$ cat src/hw/rtl/fpalu_pkg.sv
// Package with the opcodes, widths and shared types of the fixed-point ALU.
package fpalu_pkg;

	localparam int FracBits  = 8;
	localparam int DataW     = 32;
	localparam int ProdW     = 2 * DataW;
	localparam int NumW      = DataW + FracBits + 1;
	localparam int DivSteps  = DataW + FracBits;
	localparam int InTdataW  = 72;
	localparam int OutTdataW = 32;

	typedef enum logic [3:0] {
		OP_ADD     = 4'd0,
		OP_SUB     = 4'd1,
		OP_MUL     = 4'd2,
		OP_DIV     = 4'd3,
		OP_GT      = 4'd4,
		OP_LT      = 4'd5,
		OP_GE      = 4'd6,
		OP_LE      = 4'd7,
		OP_EQ      = 4'd8,
		OP_NE      = 4'd9,
		OP_MIN     = 4'd10,
		OP_MAX     = 4'd11,
		OP_INC     = 4'd12,
		OP_DEC     = 4'd13,
		OP_TOINT   = 4'd14,
		OP_FROMINT = 4'd15
	} op_t;

	// Class decided by the front part.
	typedef enum logic [1:0] {
		CLS_SIMPLE = 2'd0,
		CLS_MUL    = 2'd1,
		CLS_DIV    = 2'd2
	} cls_t;

	// Item as it sits in the queue between front and back.
	typedef struct packed {
		cls_t                     cls;
		logic [DataW-1:0]         simple_value;
		logic                     simple_cmp;
		logic                     div_zero;
		logic signed [DataW-1:0]  a;
		logic signed [DataW-1:0]  b;
	} item_t;

	typedef struct packed {
		logic [DataW-1:0] value;
		logic             cmp;
		logic             dz;
	} res_t;

endpackage

$ cat src/hw/rtl/fpalu_queue.sv
// Two-entry queue between the front and back parts.
module fpalu_queue (
	input  logic             clk,
	input  logic             arst_n,
	input  logic             wr_valid,
	output logic             wr_ready,
	input  fpalu_pkg::item_t wr_item,
	output logic             rd_valid,
	input  logic             rd_ready,
	output fpalu_pkg::item_t rd_item
);
	fpalu_pkg::item_t mem_q [2];
	logic       wptr_q;
	logic       rptr_q;
	logic [1:0] count_q;
	logic       push;
	logic       pop;

	assign wr_ready = count_q != 2'd2;
	assign rd_valid = count_q != 2'd0;
	assign rd_item  = mem_q[rptr_q];
	assign push     = wr_valid && wr_ready;
	assign pop      = rd_valid && rd_ready;

	// Storage.
	always_ff @(posedge clk) begin
		if (push) begin
			mem_q[wptr_q] <= wr_item;
		end
	end

	// Pointers and fill count.
	always_ff @(posedge clk or negedge arst_n) begin
		if (!arst_n) begin
			wptr_q  <= 1'b0;
			rptr_q  <= 1'b0;
			count_q <= 2'd0;
		end else begin
			if (push) wptr_q <= !wptr_q;
			if (pop) rptr_q <= !rptr_q;
			count_q <= count_q + 2'(push) - 2'(pop);
		end
	end
endmodule

$ cat config.mk
export PLATFORM = sky130hd
export DESIGN_NAME = fpalu_queue
export DESIGN_NICKNAME = d
export VERILOG_FILES = /design/src/hw/rtl/fpalu_pkg.sv /design/src/hw/rtl/fpalu_queue.sv
export SDC_FILE = /design/constraint.sdc
export NUM_CORES = 1
export LEC_CHECK = 0
export BUFFER_PORTS_ARGS = -buffer_cell sky130_fd_sc_hd__buf_2
export CAP_MARGIN = 20
export CORE_UTILIZATION = 47
export DETAILED_ROUTE_END_ITERATION = 12
export PLACE_DENSITY_LB_ADDON = 0.1
export SYNTH_ARGS = -nofsm -noshare
export SYNTH_HDL_FRONTEND = slang
export SYNTH_SLANG_ARGS = --single-unit
$ cat constraint.sdc
create_clock -name clk -period 4.9 [get_ports clk]
set_input_delay 1.225 -clock clk [delete_from_list [all_inputs] [get_ports clk]]
set_output_delay 1.225 -clock clk [all_outputs]
set_load 0.01 [all_outputs]
==> run metrics <==
Cell Chain, Critical Path buf_12, mux2_2, buf_2; DP HPWL 8630 µm; Clock transition at path regs 0.06 ns; I/O pins 206; top cells by area, synth edfxtp_1, mux2_2, buf_6; drt wl/cell 17.3 µm; Synth Area in XOR/XNOR 0.00352; reg-to-reg slack, setup 2.68 ns; via count 3779; CP delay by family, top flip-flops; DR DRC count 0; Slew Limit Fails 0; synth cell count leaders edfxtp_1, mux2_2, buf_6; Required @ worst endpoint 3.67 ns; worst skew pair latency 0.48 ns; reg2reg end mem_q[1][72]; largest family of logic cells by synthesized area multiplexers; average size of a mapped cell 22.4 µm²; CTS sink count 204; Starting Density 0.486; synthesized area 7470 µm²; Cells after Synth 333; GR Overflow Total 0; FF+latch count, synth 204; Stages on worst setup path 3; vias in the first global route 3798; CP Class reg -> out; Via density 4.85; Post-synth ARST share 0.0196; Post-CTS Setup Bufs 0; worst-path cell with the longest stage delay dfrtp_4; worst hold-check path type in -> async; core area 15400 µm²; layout cells sized above 1 0.599; status finished clean; Pre-Repair DR Iteration Count 4; GR Util met1 0.207; filler instances 1207; drt total wl 13500 µm; initial antenna violation count 1; CP endpoint kind primary output; Area growth, synth to finish 24.8%; Synth Area in Compound Gates 0.00318; top cell type's share of synthesized area 0.804; maximum clock insertion buffer count 3; post-synth top area cell edfxtp_1; worst path arrival time 2.34 ns; synthesized net count 438; Die Area 16400 µm²; Yosys cell types 19; multiplexer area fraction after synthesis 0.151; Initial DRC Count 239; RR Startpoint count_q[0]; Yosys warnings 0; CTS buffer count 21; global-route wire length before repair 20200 µm; fmax 0.280 GHz; Synth Area in Adders 0.00168; end of the critical path rd_item[37]; Post-Synth Simple-Gate Area 0.00804; Final TNS setup 0 ns; Finish-stage setup viols 0; CP Launch Type register; Final Power 5.51 mW; total of max-cap violations 0; cts repair resizes 0; Worst Path Max Fanout 53; Tightest Pin Transition 0.888 ns; global-route usage over all layers 0.162; IO buf count 205; Critical Path Source rptr_q; largest net degree at the start of global routing 67; Row Count 45; Main synth FF type edfxtp_1; fin crit period 3.57 ns; CTS root buffer clkbuf_16; placer congestion estimate 0.697; Die Y 128 µm; LEAKAGE 3.48 nW; nets@finish 660; final worst-path cycle share 0.728; most frequent cell after synthesis edfxtp_1; Max VDD drop 376 µV; Global Route met3 Usage 0.0551; ANT nets after route 0; H-tree depth 1; Post-synth EDFFs 200; max incr delay on CP 0.90 ns; FF-to-FF path depth 3; CP bufs+invs 2; DIE WIDTH 128 µm; Final Hold Viols 0; CTS tree yes; Power Dens Cells 591 nW/µm²; Relative slew margins 0.408; sequential-to-total area share from yosys stat 0.818; cts hold-fix bufs 0; met2 usage 0.264; GRT Max-Usage Layer met2; n_diodes 0; Worst Skew 0.00481 ns; RSZ-0062 raised after global routing no
==> registers in the layout (all words and copies together) (netlist names) <==
signal and cells:
mem_q 200, count_q 2, rptr_q 1, wptr_q 1
==> where the power goes <==
part	switching (mW)	internal (mW)	total (mW)
clock	0.594	0.835	1.43
sequential	0.173	2.39	2.56
combinational	0.795	0.727	1.52
==> cells in the final DEF (no fill, tap or decap) <==
cell,synthesis,layout
nor2b_1,1,1
bufinv_16,0,1
nor4bb_1,1,1
o21ba_2,1,1
edfxtp_1,200,200
nor2_1,3,2
a311oi_1,1,1
or2_2,1,1
nand2b_1,1,1
o21ai_0,1,1
dfrtp_1,4,3
clkbuf_1,0,5
clkinv_2,0,3
mux2_2,100,100
clkinv_1,0,6
xnor2_1,3,3
buf_2,1,205
buf_4,1,4
buf_12,0,1
clkbuf_16,0,21
dfrtp_4,0,1
nand3_1,1,1
ha_1,1,1
and3_4,0,1
nor2_4,0,1
nand2_1,2,2
==> through the flow <==
stage	worst slack, ns	std cells	util	area, µm²	hold WS (ns)
floorplan	0.562	333	-	7470	0.479
global placement	1.84	743	0.567	8710	0.539
detailed placement	1.82	743	0.567	8710	0.550
CTS	1.31	779	0.606	9320	0.531
global route	1.21	779	0.606	9320	0.534
finish	1.33	779	0.606	9320	0.548
==> cells by family after synthesis <==
family | after synthesis
AOI/OAI and AO/OA | 3
xor gates and xnor gates | 3
adders and majority gates | 1
buffers and inverters | 11
DFF | 204
muxes | 100
and+or+nand+nor | 11
==> worst min path at each step <==
| stage | from | to | slack [ns] | cells past startpoint |
|---|---|---|---|---|
| floorplan | wptr_q | wptr_q | 0.48 | 1 |
| global placement | wptr_q | wptr_q | 0.54 | 1 |
| detailed placement | wptr_q | wptr_q | 0.55 | 1 |
| CTS | arst_n | wptr_q | 0.53 | 1 |
| global route | arst_n | count_q[0] | 0.53 | 1 |
| finish | arst_n | count_q[0] | 0.55 | 1 |
==> worst reg2reg max path, stage by stage, from the launching register on <==
cell and delay, ns:
dfrtp_1 0.42, nand2b_1 0.20, and3_4 0.72, buf_4 0.53
==> routing by layer <==
layer  vias up  wire, µm
met5         -        13
met4         2       176
met3        17      1130
met2       129      6670
met1      1858      5460
li1       1773         -
==> final cells by class <==
type | instances | area (µm²) | area share
Timing Repair Buffer | 210 | 1080 | 0.115
Sequential cell | 204 | 6110 | 0.655
Clock inverter | 10 | 67.6 | 0.00725
Clock buffer | 26 | 544 | 0.0584
Multi-Input combinational cell | 118 | 1260 | 0.135
Tap cell | 211 | 264 | 0.0283
Power figures use the tool's default switching activity.
