## src/hw/rtl/fpalu_pkg.sv

```systemverilog
// Package with the opcodes, widths and shared types of the fixed-point ALU.
package fpalu_pkg;

	localparam int FracBits  = 8;
	localparam int DataW     = 32;
	localparam int ProdW     = 2 * DataW;
	localparam int NumW      = DataW + FracBits + 1;
	localparam int DivSteps  = DataW + FracBits;
	localparam int InTdataW  = 72;
	localparam int OutTdataW = 32;

	typedef enum logic [3:0] {
		OP_ADD     = 4'd0,
		OP_SUB     = 4'd1,
		OP_MUL     = 4'd2,
		OP_DIV     = 4'd3,
		OP_GT      = 4'd4,
		OP_LT      = 4'd5,
		OP_GE      = 4'd6,
		OP_LE      = 4'd7,
		OP_EQ      = 4'd8,
		OP_NE      = 4'd9,
		OP_MIN     = 4'd10,
		OP_MAX     = 4'd11,
		OP_INC     = 4'd12,
		OP_DEC     = 4'd13,
		OP_TOINT   = 4'd14,
		OP_FROMINT = 4'd15
	} op_t;

	// Class decided by the front part.
	typedef enum logic [1:0] {
		CLS_SIMPLE = 2'd0,
		CLS_MUL    = 2'd1,
		CLS_DIV    = 2'd2
	} cls_t;

	// Item as it sits in the queue between front and back.
	typedef struct packed {
		cls_t                     cls;
		logic [DataW-1:0]         simple_value;
		logic                     simple_cmp;
		logic                     div_zero;
		logic signed [DataW-1:0]  a;
		logic signed [DataW-1:0]  b;
	} item_t;

	typedef struct packed {
		logic [DataW-1:0] value;
		logic             cmp;
		logic             dz;
	} res_t;

endpackage

```

## src/hw/rtl/fpalu_front.sv

```systemverilog
// Front part: decodes the opcode and works out, combinationally, all operations but multiply and divide.
module fpalu_front (
	input  logic [3:0]                      func,
	input  logic signed [fpalu_pkg::DataW-1:0] operand_a,
	input  logic signed [fpalu_pkg::DataW-1:0] operand_b,
	output fpalu_pkg::item_t                item
);
	logic a_lt_b;
	logic b_lt_a;
	logic [fpalu_pkg::DataW-1:0] val;
	logic cmp;
	fpalu_pkg::cls_t cls;

	assign a_lt_b = operand_a < operand_b;
	assign b_lt_a = operand_b < operand_a;

	// Opcode decode and simple results.
	always_comb begin
		val = '0;
		cmp = 1'b0;
		cls = fpalu_pkg::CLS_SIMPLE;
		unique case (fpalu_pkg::op_t'(func))
			fpalu_pkg::OP_ADD:     val = operand_a + operand_b;
			fpalu_pkg::OP_SUB:     val = operand_a - operand_b;
			fpalu_pkg::OP_MUL:     cls = fpalu_pkg::CLS_MUL;
			fpalu_pkg::OP_DIV:     cls = fpalu_pkg::CLS_DIV;
			fpalu_pkg::OP_GT:      cmp = b_lt_a;
			fpalu_pkg::OP_LT:      cmp = a_lt_b;
			fpalu_pkg::OP_GE:      cmp = !a_lt_b;
			fpalu_pkg::OP_LE:      cmp = !b_lt_a;
			fpalu_pkg::OP_EQ:      cmp = operand_a == operand_b;
			fpalu_pkg::OP_NE:      cmp = operand_a != operand_b;
			fpalu_pkg::OP_MIN:     val = a_lt_b ? operand_a : operand_b;
			fpalu_pkg::OP_MAX:     val = b_lt_a ? operand_a : operand_b;
			fpalu_pkg::OP_INC:     val = operand_a + 32'sd1;
			fpalu_pkg::OP_DEC:     val = operand_a - 32'sd1;
			fpalu_pkg::OP_TOINT:   val = operand_a >>> fpalu_pkg::FracBits;
			fpalu_pkg::OP_FROMINT: val = operand_a << fpalu_pkg::FracBits;
			default:               val = '0;
		endcase
	end

	assign item.cls          = cls;
	assign item.simple_value = val;
	assign item.simple_cmp   = cmp;
	assign item.div_zero     = (cls == fpalu_pkg::CLS_DIV) && (operand_b == '0);
	assign item.a            = operand_a;
	assign item.b            = operand_b;
endmodule

```

## config.mk

```make
export PLATFORM = sky130hd
export DESIGN_NAME = fpalu_front
export DESIGN_NICKNAME = d
export VERILOG_FILES = /design/src/hw/rtl/fpalu_pkg.sv /design/src/hw/rtl/fpalu_front.sv
export SDC_FILE = /design/constraint.sdc
export NUM_CORES = 1
export LEC_CHECK = 0
export BUFFER_PORTS_ARGS = -buffer_cell sky130_fd_sc_hd__buf_2
export CAP_MARGIN = 30
export CORE_UTILIZATION = 40
export DETAILED_ROUTE_END_ITERATION = 8
export PLACE_DENSITY = 0.66
export SETUP_SLACK_MARGIN = 0.5
export SLEW_MARGIN = 15
export SYNTH_ARGS = -nofsm -noshare
export SYNTH_HDL_FRONTEND = slang
export SYNTH_SLANG_ARGS = --single-unit
```

## constraint.sdc

```tcl
create_clock -name vclk -period 5.2
set_input_delay 1.04 -clock vclk [all_inputs]
set_output_delay 1.04 -clock vclk [all_outputs]
set_load 0.1 [all_outputs]
```

==> implementation parameters <==
Parameter                              Value

GRT
  Maximum number of pins on one net before global-route repair ... 24
  Global Route Usage Sum ... 0.392
  Via count of the first global-routing pass ... 8323
  Total gr overflow ... 0
  Initial antenna violation count ... 0
  First-pass GRT wire length ... 45.5 mm

Power and ir drop
  NetSw ... about 1200 uW
  Sequential fraction of design power ... 0
  Share of total power in combinational logic ... 1.000
  Net switching fraction of the power ... 0.604
  Leakage power of the design ... between 0.005 and 0.006 uW
  VDD IR max ... 0.000158 V
  Fraction of power consumed by the clock network ... 0
  Pwr Density ... 181 nW/um^2
  Internal power contribution ... 772 uW

Finish
  Area of combinational cells with multiple inputs ... 6370 sq um
  Fraction of final layout cells sized beyond drive strength 1 ... 0.516
  Utilization after layout ... 0.739
  Number of flip-flops and latches ... 0
  NumNets Final ... 1400
  Clkbuf count ... 0
  Antenna cells ... 0
  P&R area growth vs syn ... 80.9%
  Number of filler instances in the final layout ... 1121
  Sequential cell area in the final layout ... 0 sq um
  Final Non-Filler Cells ... roughly 1400

Min path
  Classification of the worst-slack hold path ... input port to output pin

Route
  Average wire per cell in the routed design ... about 21 um
  Routed length on met2 ... between 10 and 15 mm
  Met1 wire length ... 12.1 mm
  DR WL met3 ... 2.61 mm
  Wirelength, routed ... 31.0 mm
  Avg Vias per Cell ... a little over 6
  First-pass detailed-route iteration total ... 5
  Number of design-rule violations left by the first detailed-router iteration ... 907
  Post-route antenna net violation count ... 0
  Drc violations ... 0
  Top routing layer in use ... met4
  Via count of the routed design ... 8797

Die
  Total core area ... 14500 sq um
  Die span in x ... between 100 and 150 um
  Boundary pin count ... 168
  Area enclosed by the die boundary ... 15300 sq um
  Core Rows ... between 40 and 50
  Initial core utilization ... 0.409
  Die outline height ... 124 um

Timing
  Fmax ... 171 MHz
  Final critical-path share of the clock period ... 1.13
  Count of final max-slew check failures ... 0
  Final count of hold timing violations ... 0
  Setup slack after layout ... -660 ps
  Final period demand of the worst path ... between 5000 and 6000 ps
  Final-report setup violation count ... 30
  Worst slew margin ... 0.484
  RSZ-0062 raised after global routing ... true
  Actual transition at the worst max-transition pin ... between 700 and 800 ps

Placed design
  Number of input and output port buffers inserted ... 168
  Placer congestion estimate ... 1.10
  Cell count after placement ... 1405
  Dpl hpwl ... 23.9 mm

Logic synthesis
  Ranking of synthesized cells by instance count ... sky130_fd_sc_hd__nand2_1, sky130_fd_sc_hd__o21ai_0, sky130_fd_sc_hd__buf_4
  Syn nets ... 1026
  Average size of a mapped cell ... 6.66 sq um
  Synth unique cells ... 68
  Library cell occupying the most area in the post-synthesis netlist ... sky130_fd_sc_hd__ha_1
  Top area cells in the synthesized netlist ... sky130_fd_sc_hd__ha_1, sky130_fd_sc_hd__buf_4, sky130_fd_sc_hd__xnor2_1, sky130_fd_sc_hd__o21ai_0, sky130_fd_sc_hd__nand2_1
  Portion of the post-synthesis area used by sequential elements ... 0
  Cell area after technology mapping ... 5940 sq um
  Number of cells produced by synthesis ... 892
  Most common cell in the synthesized netlist ... sky130_fd_sc_hd__nand2_1
  Yosys warns ... 0
  Share of the synthesized area in the top cell type ... 0.135

Critical path
  Setup Crit Path Kind ... input port to output pin
  Arrival time at the worst endpoint ... 4820 ps
  Endpoint required time on the critical path ... ~4200 ps
  Startpoint type of the worst setup path ... input port
  Critical Path Sink Type ... output pin
  Biggest fanout along the worst timing path ... 3

Clock network
  Quantity of hold-fixing buffers added after cts ... 0

Flow run
  Number of max-cap violations ... 0

Status
  Run status ... finished, violations left
  Violations in the final reports ... setup timing
-- cells in the final DEF (no fill, tap or decap), types with 10 or more instances in the layout --
master,synthesis,routed
sky130_fd_sc_hd__nor2_1,55,45
sky130_fd_sc_hd__xor2_1,27,26
sky130_fd_sc_hd__o21ai_0,78,43
sky130_fd_sc_hd__a222oi_1,17,17
sky130_fd_sc_hd__a221o_4,0,12
sky130_fd_sc_hd__nand2_4,0,10
sky130_fd_sc_hd__o21ai_1,2,26
sky130_fd_sc_hd__nor3_1,30,19
sky130_fd_sc_hd__nand2b_1,13,11
sky130_fd_sc_hd__buf_12,0,36
sky130_fd_sc_hd__nand3_1,34,22
sky130_fd_sc_hd__a21oi_2,1,14
sky130_fd_sc_hd__buf_4,65,275
sky130_fd_sc_hd__buf_2,11,130
sky130_fd_sc_hd__a21o_1,26,26
sky130_fd_sc_hd__a21oi_1,57,40
sky130_fd_sc_hd__inv_1,46,40
sky130_fd_sc_hd__nand4_1,16,16
sky130_fd_sc_hd__o21a_1,15,15
sky130_fd_sc_hd__xnor2_1,53,49
sky130_fd_sc_hd__ha_1,64,55
sky130_fd_sc_hd__nand2_1,82,64
sky130_fd_sc_hd__buf_6,1,31
sky130_fd_sc_hd__o211ai_1,11,11
-- power groups by stage --
stage	clock network (uW)	logic [uW]	registers [uW]
floorplan	0	1120	0
global placement	0	1720	0
detailed placement	0	1730	0
CTS	0	1870	0
global route	0	2030	0
finish	0	1950	0
-- worst paths after layout --
path / from / to / slack (ps) / depth (start not counted)
max: operand_b[8] / item[92] / -660 / 22
min: operand_b[31] / item[31] / 2470 / 2
-- logic make-up (layout without fill, tap and decap cells) --
family | Yosys count | in the layout | synth area share
AOI/OAI and AO/OA | 300 | 301 | 0.350
xor gates and xnor gates | 80 | 80 | 0.118
adders and majority gates | 66 | 66 | 0.142
buffers and inverters | 155 | 526 | 0.143
muxes | 6 | 6 | 0.0101
and+or+nand+nor | 285 | 285 | 0.237
-- critical path: stages --
cell and delay, ps:
sky130_fd_sc_hd__buf_8 100, sky130_fd_sc_hd__nor4_4 290, sky130_fd_sc_hd__nand3_2 140, sky130_fd_sc_hd__nor3_4 200, sky130_fd_sc_hd__nand2_2 90, sky130_fd_sc_hd__or4_4 430
sky130_fd_sc_hd__nand2b_4 170, sky130_fd_sc_hd__nor2_4 110, sky130_fd_sc_hd__xnor2_2 110, sky130_fd_sc_hd__o21ai_1 70, sky130_fd_sc_hd__ha_1 360, sky130_fd_sc_hd__buf_6 150
sky130_fd_sc_hd__and3_4 180, sky130_fd_sc_hd__nand2b_4 150, sky130_fd_sc_hd__nand2_4 80, sky130_fd_sc_hd__a41oi_4 40, sky130_fd_sc_hd__buf_4 190, sky130_fd_sc_hd__or4b_4 530
sky130_fd_sc_hd__nand3_2 80, sky130_fd_sc_hd__a221oi_2 50, sky130_fd_sc_hd__o21ai_4 70, sky130_fd_sc_hd__buf_12 200
-- repair_timing --
| item | 4_1_cts | 5_1_grt |
|---|---|---|
| pin swaps | 80 | 52 |
| gates cloned | 3 | 0 |
| gates resized for setup | 147 | 42 |
| endpoints found under the setup margin | 33 | 33 |
| buffers inserted | 31 | 9 |
-- layout make-up --
cell class         count  area share
multi-input cells    738       0.593
inverters             46      0.0177
repair buffers       480       0.368
well taps            184      0.0214
-- per-layer routing --
layer / vias up / track usage
met3: 135 / 0.0380
met4: 0 / 0.198
met1: 4113 / 0.487
li1: 4034 / -
met5: - / 0
met2: 515 / 0.668
-- through the flow --
step | worst slack (ps) | hold WS (ps) | setup TNS, ps | total power [uW] | cell area (sq um)
finish | -660 | 2470 | -8020 | 1950 | 10700
global route | -802 | 2490 | -11910 | 2030 | 10700
CTS | -577 | 2480 | -5300 | 1870 | 10500
detailed placement | -717 | 2480 | -9790 | 1730 | 9500
global placement | -651 | 2470 | -8560 | 1720 | 9490
floorplan | -1120 | 2290 | -6480 | 1120 | 6670
No activity file was read; power rests on OpenSTA's default activity.
